$ cat src/rtl/mbld_pkg.sv
// Package for the multi-button lockout debouncer.
// Holds the button count, the field widths and the reset value of the interval.
// It depends on nothing. The RTL and the checker both use it.
package mbld_pkg;

  localparam int BUTTON_COUNT = 12;
  localparam int IDX_W = (BUTTON_COUNT > 1) ? $clog2(BUTTON_COUNT) : 1;
  localparam int TIME_W = 32;
  localparam int INTERVAL_W = 16;
  localparam int NUM_W = 4;
  localparam int S_TDATA_W = ((TIME_W + BUTTON_COUNT + 7) / 8) * 8;
  localparam int M_TDATA_W = ((NUM_W + 1 + 7) / 8) * 8;

  localparam logic [IDX_W-1:0] LAST_IDX = IDX_W'(BUTTON_COUNT - 1);
  localparam logic [INTERVAL_W-1:0] DEBOUNCE_RESET = INTERVAL_W'(50);

endpackage

$ cat src/rtl/multi_button_lockout_debouncer.sv
// Top level of the multi-button lockout debouncer.
// It keeps the last change times in a synchronous memory and walks the buttons.
// It depends on mbld_pkg.
//
// Each request on the slave stream is one poll tick. s_axis_tdata carries
// time_now in bits 31:0 and pin_levels in bits 43:32, where a low bit means
// that the button is pressed. The buttons are examined in index order, one per
// cycle while the walk is not paused. Their last change times come from a
// memory with a registered read, and each change that passes its lockout is
// written back as it is found. Every accepted change leaves as one request
// on the master stream: button_number in tdata bits 3:0, is_pressed in bit 4,
// and tlast set on the final event of the tick. A tick with no accepted
// change sends nothing. The block takes one tick at a time and accepts a new
// one only once the walk of the last has ended and its pipeline has drained.
// The walk is bound by the single memory read port, visited once per button.
// One event is held back until the next one or the end of the tick is known,
// so that tlast can be set on the right one. When the receiver stalls and an
// event is found while another is still held back, the walk pauses with its
// read data held. The interval register may be written at any cycle through
// cfg_valid and cfg_data, and cfg_ready is always high. Reset sets the
// interval to 50, marks every button as released and treats every change
// time as zero.
module multi_button_lockout_debouncer (
  input  logic                           clk,
  input  logic                           rst,
  input  logic                           s_axis_tvalid,
  output logic                           s_axis_tready,
  // time_now [31:0], pin_levels [43:32], zero [47:44]
  input  logic [mbld_pkg::S_TDATA_W-1:0] s_axis_tdata,
  output logic                           m_axis_tvalid,
  input  logic                           m_axis_tready,
  // button_number [3:0], is_pressed [4], zero [7:5]
  output logic [mbld_pkg::M_TDATA_W-1:0] m_axis_tdata,
  output logic                           m_axis_tlast,
  input  logic                           cfg_valid,
  output logic                           cfg_ready,
  input  logic [mbld_pkg::INTERVAL_W-1:0] cfg_data
);

  logic [mbld_pkg::INTERVAL_W-1:0]   interval;
  logic [mbld_pkg::TIME_W-1:0]       change_mem [mbld_pkg::BUTTON_COUNT];
  logic [mbld_pkg::TIME_W-1:0]       rdata;
  logic [mbld_pkg::BUTTON_COUNT-1:0] written;
  logic [mbld_pkg::BUTTON_COUNT-1:0] stable;

  logic [mbld_pkg::TIME_W-1:0]       tick_time;
  logic [mbld_pkg::BUTTON_COUNT-1:0] tick_pressed;

  logic                              rd_active;
  logic [mbld_pkg::IDX_W-1:0]        rd_idx;
  logic                              s2_valid;
  logic [mbld_pkg::IDX_W-1:0]        s2_idx;
  logic                              flush;

  logic                              pend_valid;
  logic [mbld_pkg::IDX_W-1:0]        pend_idx;
  logic                              pend_pressed;

  logic                              out_valid;
  logic [mbld_pkg::IDX_W-1:0]        out_idx;
  logic                              out_pressed;
  logic                              out_last;

  logic [mbld_pkg::TIME_W-1:0]       base_time;
  logic [mbld_pkg::TIME_W-1:0]       elapsed;
  logic                              cur_pressed;
  logic                              evt;
  logic                              out_free;
  logic                              out_load;
  logic                              adv;
  logic                              in_accept;

  assign cfg_ready     = 1'b1;
  assign s_axis_tready = !rd_active && !s2_valid && !flush;
  assign in_accept     = s_axis_tvalid && s_axis_tready;

  assign cur_pressed = tick_pressed[s2_idx];
  assign base_time   = written[s2_idx] ? rdata : '0;
  assign elapsed     = tick_time - base_time;
  assign evt = s2_valid && (cur_pressed != stable[s2_idx])
               && (elapsed >= mbld_pkg::TIME_W'(interval));

  assign out_free = !out_valid || m_axis_tready;
  assign adv      = !evt || !pend_valid || out_free;
  assign out_load = out_free && pend_valid && ((evt && adv) || flush);

  assign m_axis_tvalid = out_valid;
  assign m_axis_tdata  = {{(mbld_pkg::M_TDATA_W - mbld_pkg::NUM_W - 1){1'b0}},
                          out_pressed, mbld_pkg::NUM_W'(out_idx)};
  assign m_axis_tlast  = out_last;

  always_ff @(posedge clk) begin
    if (rst) begin
      interval <= mbld_pkg::DEBOUNCE_RESET;
    end else if (cfg_valid && cfg_ready) begin
      interval <= cfg_data;
    end
  end

  always_ff @(posedge clk) begin
    if (rd_active && adv) begin
      rdata <= change_mem[rd_idx];
    end
    if (evt && adv) begin
      change_mem[s2_idx] <= tick_time;
    end
  end

  always_ff @(posedge clk) begin
    if (in_accept) begin
      tick_time    <= s_axis_tdata[mbld_pkg::TIME_W-1:0];
      tick_pressed <= ~s_axis_tdata[mbld_pkg::TIME_W +: mbld_pkg::BUTTON_COUNT];
    end
    if (rd_active && adv) begin
      s2_idx <= rd_idx;
    end
    if (evt && adv) begin
      pend_idx     <= s2_idx;
      pend_pressed <= cur_pressed;
    end
    if (out_load) begin
      out_idx     <= pend_idx;
      out_pressed <= pend_pressed;
      out_last    <= flush;
    end
  end

  always_ff @(posedge clk) begin
    if (rst) begin
      written    <= '0;
      stable     <= '0;
      rd_active  <= 1'b0;
      rd_idx     <= '0;
      s2_valid   <= 1'b0;
      flush      <= 1'b0;
      pend_valid <= 1'b0;
      out_valid  <= 1'b0;
    end else begin
      if (in_accept) begin
        rd_active <= 1'b1;
        rd_idx    <= '0;
      end else if (rd_active && adv) begin
        rd_idx <= rd_idx + 1'b1;
        if (rd_idx == mbld_pkg::LAST_IDX) begin
          rd_active <= 1'b0;
        end
      end

      if (adv) begin
        s2_valid <= rd_active;
      end

      if (evt && adv) begin
        written[s2_idx] <= 1'b1;
        stable[s2_idx]  <= cur_pressed;
      end

      if (s2_valid && adv && (s2_idx == mbld_pkg::LAST_IDX)) begin
        flush <= 1'b1;
      end else if (flush && (!pend_valid || out_load)) begin
        flush <= 1'b0;
      end

      if (evt && adv) begin
        pend_valid <= 1'b1;
      end else if (out_load) begin
        pend_valid <= 1'b0;
      end

      if (out_load) begin
        out_valid <= 1'b1;
      end else if (m_axis_tready) begin
        out_valid <= 1'b0;
      end
    end
  end

endmodule

$ cat config.mk
export PLATFORM = sky130hd
export DESIGN_NAME = multi_button_lockout_debouncer
export DESIGN_NICKNAME = d
export VERILOG_FILES = /design/src/rtl/mbld_pkg.sv /design/src/rtl/multi_button_lockout_debouncer.sv
export SDC_FILE = /design/constraint.sdc
export NUM_CORES = 1
export LEC_CHECK = 0
export ABC_AREA = 1
export ABC_CLOCK_PERIOD_IN_PS = 4500
export BUFFER_PORTS_ARGS = -buffer_cell sky130_fd_sc_hd__buf_4
export CAP_MARGIN = 10
export CORE_MARGIN = 1.5
export CORE_UTILIZATION = 45
export CTS_BUF_LIST = sky130_fd_sc_hd__clkbuf_8
export CTS_CLUSTER_DIAMETER = 80
export DETAILED_ROUTE_END_ITERATION = 8
export PLACE_DENSITY = 0.62
export SKIP_LAST_GASP = 1
export SLEW_MARGIN = 10
export SYNTH_ARGS = -nofsm -noshare
export SYNTH_HDL_FRONTEND = slang
export SYNTH_SLANG_ARGS = --single-unit
$ cat constraint.sdc
create_clock -name clk -period 4.5 [get_ports clk]
set_input_delay 0.45 -clock clk [delete_from_list [all_inputs] [get_ports clk]]
set_output_delay 0.45 -clock clk [all_outputs]
set_load 0.005 [all_outputs]
* Yosys cells after proc, flatten, opt, wreduce, memory -nomap -nowiden *
Memory sizes are Yosys's and may differ from the RTL's. A register that Yosys moved wholly into a read port is not among the register bits.
Index checks and enable logic that the tools add are counted.

word-level totals
  register bits = 108
  latch bits = 0
  memory bits (writable) = 384
  memory bits (read-only) = 0
  input port bits = 69
  output and inout port bits = 12
  logic and storage cells = 80
  memories kept = 1

cells by class
  $add $sub $neg = 2
  $mul = 0
  divide/modulo/power cells = 0
  order comparisons = 3
  equality and inequality tests = 3
  shift operators = 0
  muxes and demuxes = 21
  bitwise logic cells = 2
  reductions and logical operators = 31

memories
  memory      words  width  rd ports  clocked after Yosys merged registers in  write ports  RTL line                              RTL
  change_mem  12     32     1         1                                        1            multi_button_lockout_debouncer.sv:41  logic [mbld_pkg::TIME_W-1:0] change_mem [mbld_pkg::BUTTON_COUNT];

operator list
  operator               number
  $ge A32 B16 Y1         1
  $mux W32               1
  $sub A32 B32 Y32       1
  $mux W1                15
  $logic_and A1 B1 Y1    13
  $bmux W1 S4            3
  $bwmux W12             1
  $not A12 Y12           1
  $or A12 B12 Y12        1
  $reduce_bool A2 Y1     5
  $eq A4 B4 Y1 const B   2
  $logic_not A1 Y1       6
  $logic_or A1 B1 Y1     5
  $lt A4 B5 Y1 const B   1
  $add A4 B1 Y4 const B  1
  $demux W1 S4           1
  $ge A4 B1 Y1 const B   1
  $reduce_and A2 Y1      1
  $reduce_or A2 Y1       1
  $ne A1 B1 Y1           1

* Longest topological paths before layout *
  word-level depth = 16
  depth in mapped cells = 37
  mapped depth without buffers = 35

* Worst setup path after synthesis *
No wires, ideal clock.

  kind = reg2reg
  start point = register s2_idx[0] (netlist bit)
  end point = memory change_mem[8][0] (netlist bit), enable pin
  setup time = 0.387 ns
  data arrival time = 4.333 ns
  required time = 4.113 ns
  path slack = -0.219 ns
  stages on the path, launching flop included = 35
  path buffers = 3
  clock period less this slack = 4.719 ns
  path through = edfxtp_1 > buf_4 > o21ai_0 > nand2_1 > nand2_1 > nand2_1 > nand3_2 > clkbuf_1 > nand2_1 > ha_1 > nand2_1 > inv_1 > nand2_1 > nand2_1 > inv_1 > nand2_2 > nand2_1 > nand2_1 > xor2_1 > ha_1 > inv_1 > nor3_1 > nor3_1 > nand2_1 > nand2_1 > nand3_1 > nor2_1 > nand3_1 > nor2_1 > nand2_2 > nand2_4 > nor2_4 > buf_6 > nand3_2 > inv_1

on the way
  longest elaborated chain between the ends = 12
  elaborated cells on any way between the ends = 18
  classes of those cells = add/sub: 1; order compare: 1; eq/ne: 1; mux: 9; reduce/logical: 6

RTL lines
  what                              RTL line                               RTL
  from (decl)                       multi_button_lockout_debouncer.sv:52   logic [mbld_pkg::IDX_W-1:0] s2_idx;
  from (signal assigned)            multi_button_lockout_debouncer.sv:115  s2_idx <= rd_idx;
  $bmux W1 S4                       multi_button_lockout_debouncer.sv:78   assign base_time = written[s2_idx] ? rdata : '0;
  $mux W1 (implied by the code)     multi_button_lockout_debouncer.sv:78
  $mux W32                          multi_button_lockout_debouncer.sv:78
  $sub A32 B32 Y32                  multi_button_lockout_debouncer.sv:79   assign elapsed = tick_time - base_time;
  $ge A32 B16 Y1                    multi_button_lockout_debouncer.sv:81   && (elapsed >= mbld_pkg::TIME_W'(interval));
  $logic_and A1 B1 Y1               multi_button_lockout_debouncer.sv:81
  $logic_not A1 Y1                  multi_button_lockout_debouncer.sv:84   assign adv = !evt || !pend_valid || out_free;
  $logic_or A1 B1 Y1 (2 in series)  multi_button_lockout_debouncer.sv:84
  $logic_and A1 B1 Y1               multi_button_lockout_debouncer.sv:104  if (evt && adv) begin
  $mux W1                           multi_button_lockout_debouncer.sv:104
  $mux W1 (implied by the code)     multi_button_lockout_debouncer.sv:105  change_mem[s2_idx] <= tick_time;
  to (decl)                         multi_button_lockout_debouncer.sv:41

Parallel ways exist; a longest one is shown, timed or not. The select of a mux whose other input is x is not followed.

* Worst setup path in the final report *
  start point = register s2_idx[0] (netlist bit)
  end point = memory change_mem[1][28] (netlist bit), enable pin

Same word-level chain as after synthesis.

==> results.md <==
- Status: finished, violations left
- Failing checks: negative setup slack
- Slew margin rel.: 28.8%
- Vias per cell: 5.25
- Mapped cell area: 0.0229 mm2
- Min Tclk post-route: 4.65 ns
- WP data required: 4.83 ns
- IO Port Bufs: 72
- DP Wirelength: 37.9 mm
- Syn avg cell area: 10.8 um2
- Die height: 228 um
- Syn. warnings: 0
- CTS tree: done
- Sequential cell area fraction in the yosys report: 66.7%
- Largest net degree at the start of global routing: 171
- ANT nets after route: 0
- DR pass1 iterations: 5
- Post-synth top cells: edfxtp_1 (475), nand2_1 (355), nor2_1 (342)
- Root Buffer: clkbuf_8
- LEAKAGE: 10.8 nW
- Critical path class: register to register
- Slew @ Worst Pin: 1.07 ns
- Slew Viols, Final: 0
- DP Worst Slack: -0.251 ns
- RSZ-0062 raised after global routing: true
- Final worst slack: -0.148 ns
- Synth top area share: 62.4%
- Die W: 228 um
- Post-synth EDFFs: 475
- Final nets: 2521
- PD cells: 369 mW/mm2
- Utilization after layout: 56.1%
- Clock slew at reported path FFs: 0.06 ns
- Top_reg_cell synth: edfxtp_1
- Die area: 0.0521 mm2
- CTS Buffer Depth: 3
- Final global-route overflow total: 0
- Crit path launch type: register
- Max Cap Viol: 0
- Rows: 82
- Clk sinks: 524
- Vias after detailed routing: 16500
- Count leader, synth: edfxtp_1
- Routed WL: 59.7 mm
- I/O Pins: 81
- Clock buffer count from CTS: 86
- Setup Viol. Count Final: 372
- CORE AREA: 0.0502 mm2
- Min-Delay Path Class: primary input to register
- Area Overhead vs Synth: 23.2%
- Crit-path max FO: 21
- Residual DRC: 0
- Worst EP arrival: 4.98 ns
- Hold_ws: 0.0811 ns
- Crit. End Element: register
- Synthesized flop and latch total: 524
- Period utilisation layout: 103%
- Vias in the first global route: 15800
- Buf/Inv on CP: 9
- Yosys cell types: 38
- CP max stage cell: edfxtp_1
- Yosys top cell by area: edfxtp_1
- Placer Congestion: 0.927
- Initial antenna violation count: 2
- Mapped Cells: 2112
- Starting Density: 45.5%
- Crit path max-delay family: simple AND/OR/NAND/NOR gates
- H-Tree Depth: 3
- Setup TNS Final: -28.77 ns
- Async S/R FF share, synth: 0%
- Final setup skew: 0.0391 ns
- Iter 0 DRT Violations: 1645
- Most frequent CP cell: nand2_1
- Final hold viol count: 0
- WL per Instance: 19.0 um
- Clk Latency, worst-skew pair: 0.67 ns
- GRT Total Usage: 22.6%
- Max Freq: 215 MHz
- Maximum VDD drop: 274 uV
- Top cells by area, synth: edfxtp_1 (62%), nand2_1 (5.8%), nor2_1 (5.6%)
- Layout cells sized above 1: 19.4%
- Delay of the slowest critical-path stage: 0.52 ns
- R2R Setup Slk: -0.15 ns
- First-pass GRT wire length: 89.9 mm
## tightest hold or removal path, stage by stage
cell	delay [ns]
buf_4	0.08
nor2_1	0.04
inv_1	0.06
a21oi_1	0.06
## per-layer routing
metal	vias to the layer above	share of wire (%)	track usage, %
met5	-	0	0
met4	0	2.6	8.80
met3	76	6.7	4.13
met2	511	47	35.9
met1	7998	44	30.8
li1	7906	-	-
## worst paths after layout
kind | depth (start not counted) | to | startpoint
worst max-delay path | 36 | change_mem[1][28]$_DFFE_PP_ | s2_idx[0]$_DFFE_PP_
worst max register to register | 36 | change_mem[1][28]$_DFFE_PP_ | s2_idx[0]$_DFFE_PP_
worst min-delay path | 4 | m_axis_tvalid$_SDFFE_PP0P_ | m_axis_tready
worst min register to register | 0 | out_idx[2]$_DFFE_PP_ | pend_idx[2]$_DFFE_PP_
## repair_timing
action / 4_1_cts / 5_1_grt
buffers inserted: 14 / 24
endpoints found under the hold margin: 49 / 0
hold buffers: 52 / 0
gates cloned: 1 / 3
endpoints found under the setup margin: 429 / 464
pin swaps: 7 / 18
resized for setup: 35 / 62
## cells by family (layout without fill, tap and decap cells)
kind of cell	count (synthesis)	after routing	share of synthesized area (%)
buffers and inverters	287	639	4.86
XOR/XNOR	16	16	0.613
adder cells (fa/ha/maj)	51	51	2.83
flip-flops	524	524	66.7
AND/OR/NAND/NOR	797	797	14.3
other	2	5	0.0329
AO/OA/AOI/OAI	435	435	10.7
## sequential cells by signal, summed over array words and instances, names as in the netlist, 4 cells and up
name and cells:
written 12, change_mem 384, stable 12, rdata 32, interval 16, rd_idx 4
out_idx 4, s2_idx 4, pend_idx 4, tick_time 32, tick_pressed 12
## where the power goes
group / total [mW] / leakage, nW / internal, mW / switching [mW]
clock network: 3.92 / 0.898 / 2.09 / 1.83
registers: 5.51 / 4.71 / 5.41 / 0.0984
logic: 0.943 / 5.14 / 0.384 / 0.559
## layout by cell type, fill, tap and decap left out, drive strengths merged
cell type    count
a211oi          20
a21oi           67
a22oi           10
a31oi           20
buf            240
bufinv           4
clkbuf          93
clkinv          32
clkinvlp         5
conb             4
dfxtp           49
diode            1
dlygate4sd3     52
edfxtp         475
fa               1
ha              50
inv            213
nand2          366
nand3           52
nand3b           5
nand4            9
nor2           351
nor3            14
o211ai           2
o21a            11
o21ai          240
o21bai           5
o221ai          15
o22ai           45
xnor2            2
xor2            14
## cell type report
| type | count | area [um2] |
|---|---|---|
| Tap cell | 672 | 841 |
| Clock buffer | 91 | 1250 |
| Antenna cell | 1 | 2.50 |
| Multi-Input combinational cell | 1303 | 6930 |
| Inverter | 192 | 742 |
| Clock inverter | 62 | 359 |
| Fill cell | 4181 | 22000 |
| Timing Repair Buffer | 294 | 2770 |
| Sequential cell | 524 | 15300 |
## metrics by stage
step	cells	area, um2	total power, mW
after global routing	3139	28100	10.8
after floorplan	2114	22900	6.06
after detailed placement	2911	25300	6.43
after global placement	2911	25300	6.41
after CTS	3131	27800	10.4
final	3139	28100	10.4
(Power assumes the default switching activity.)
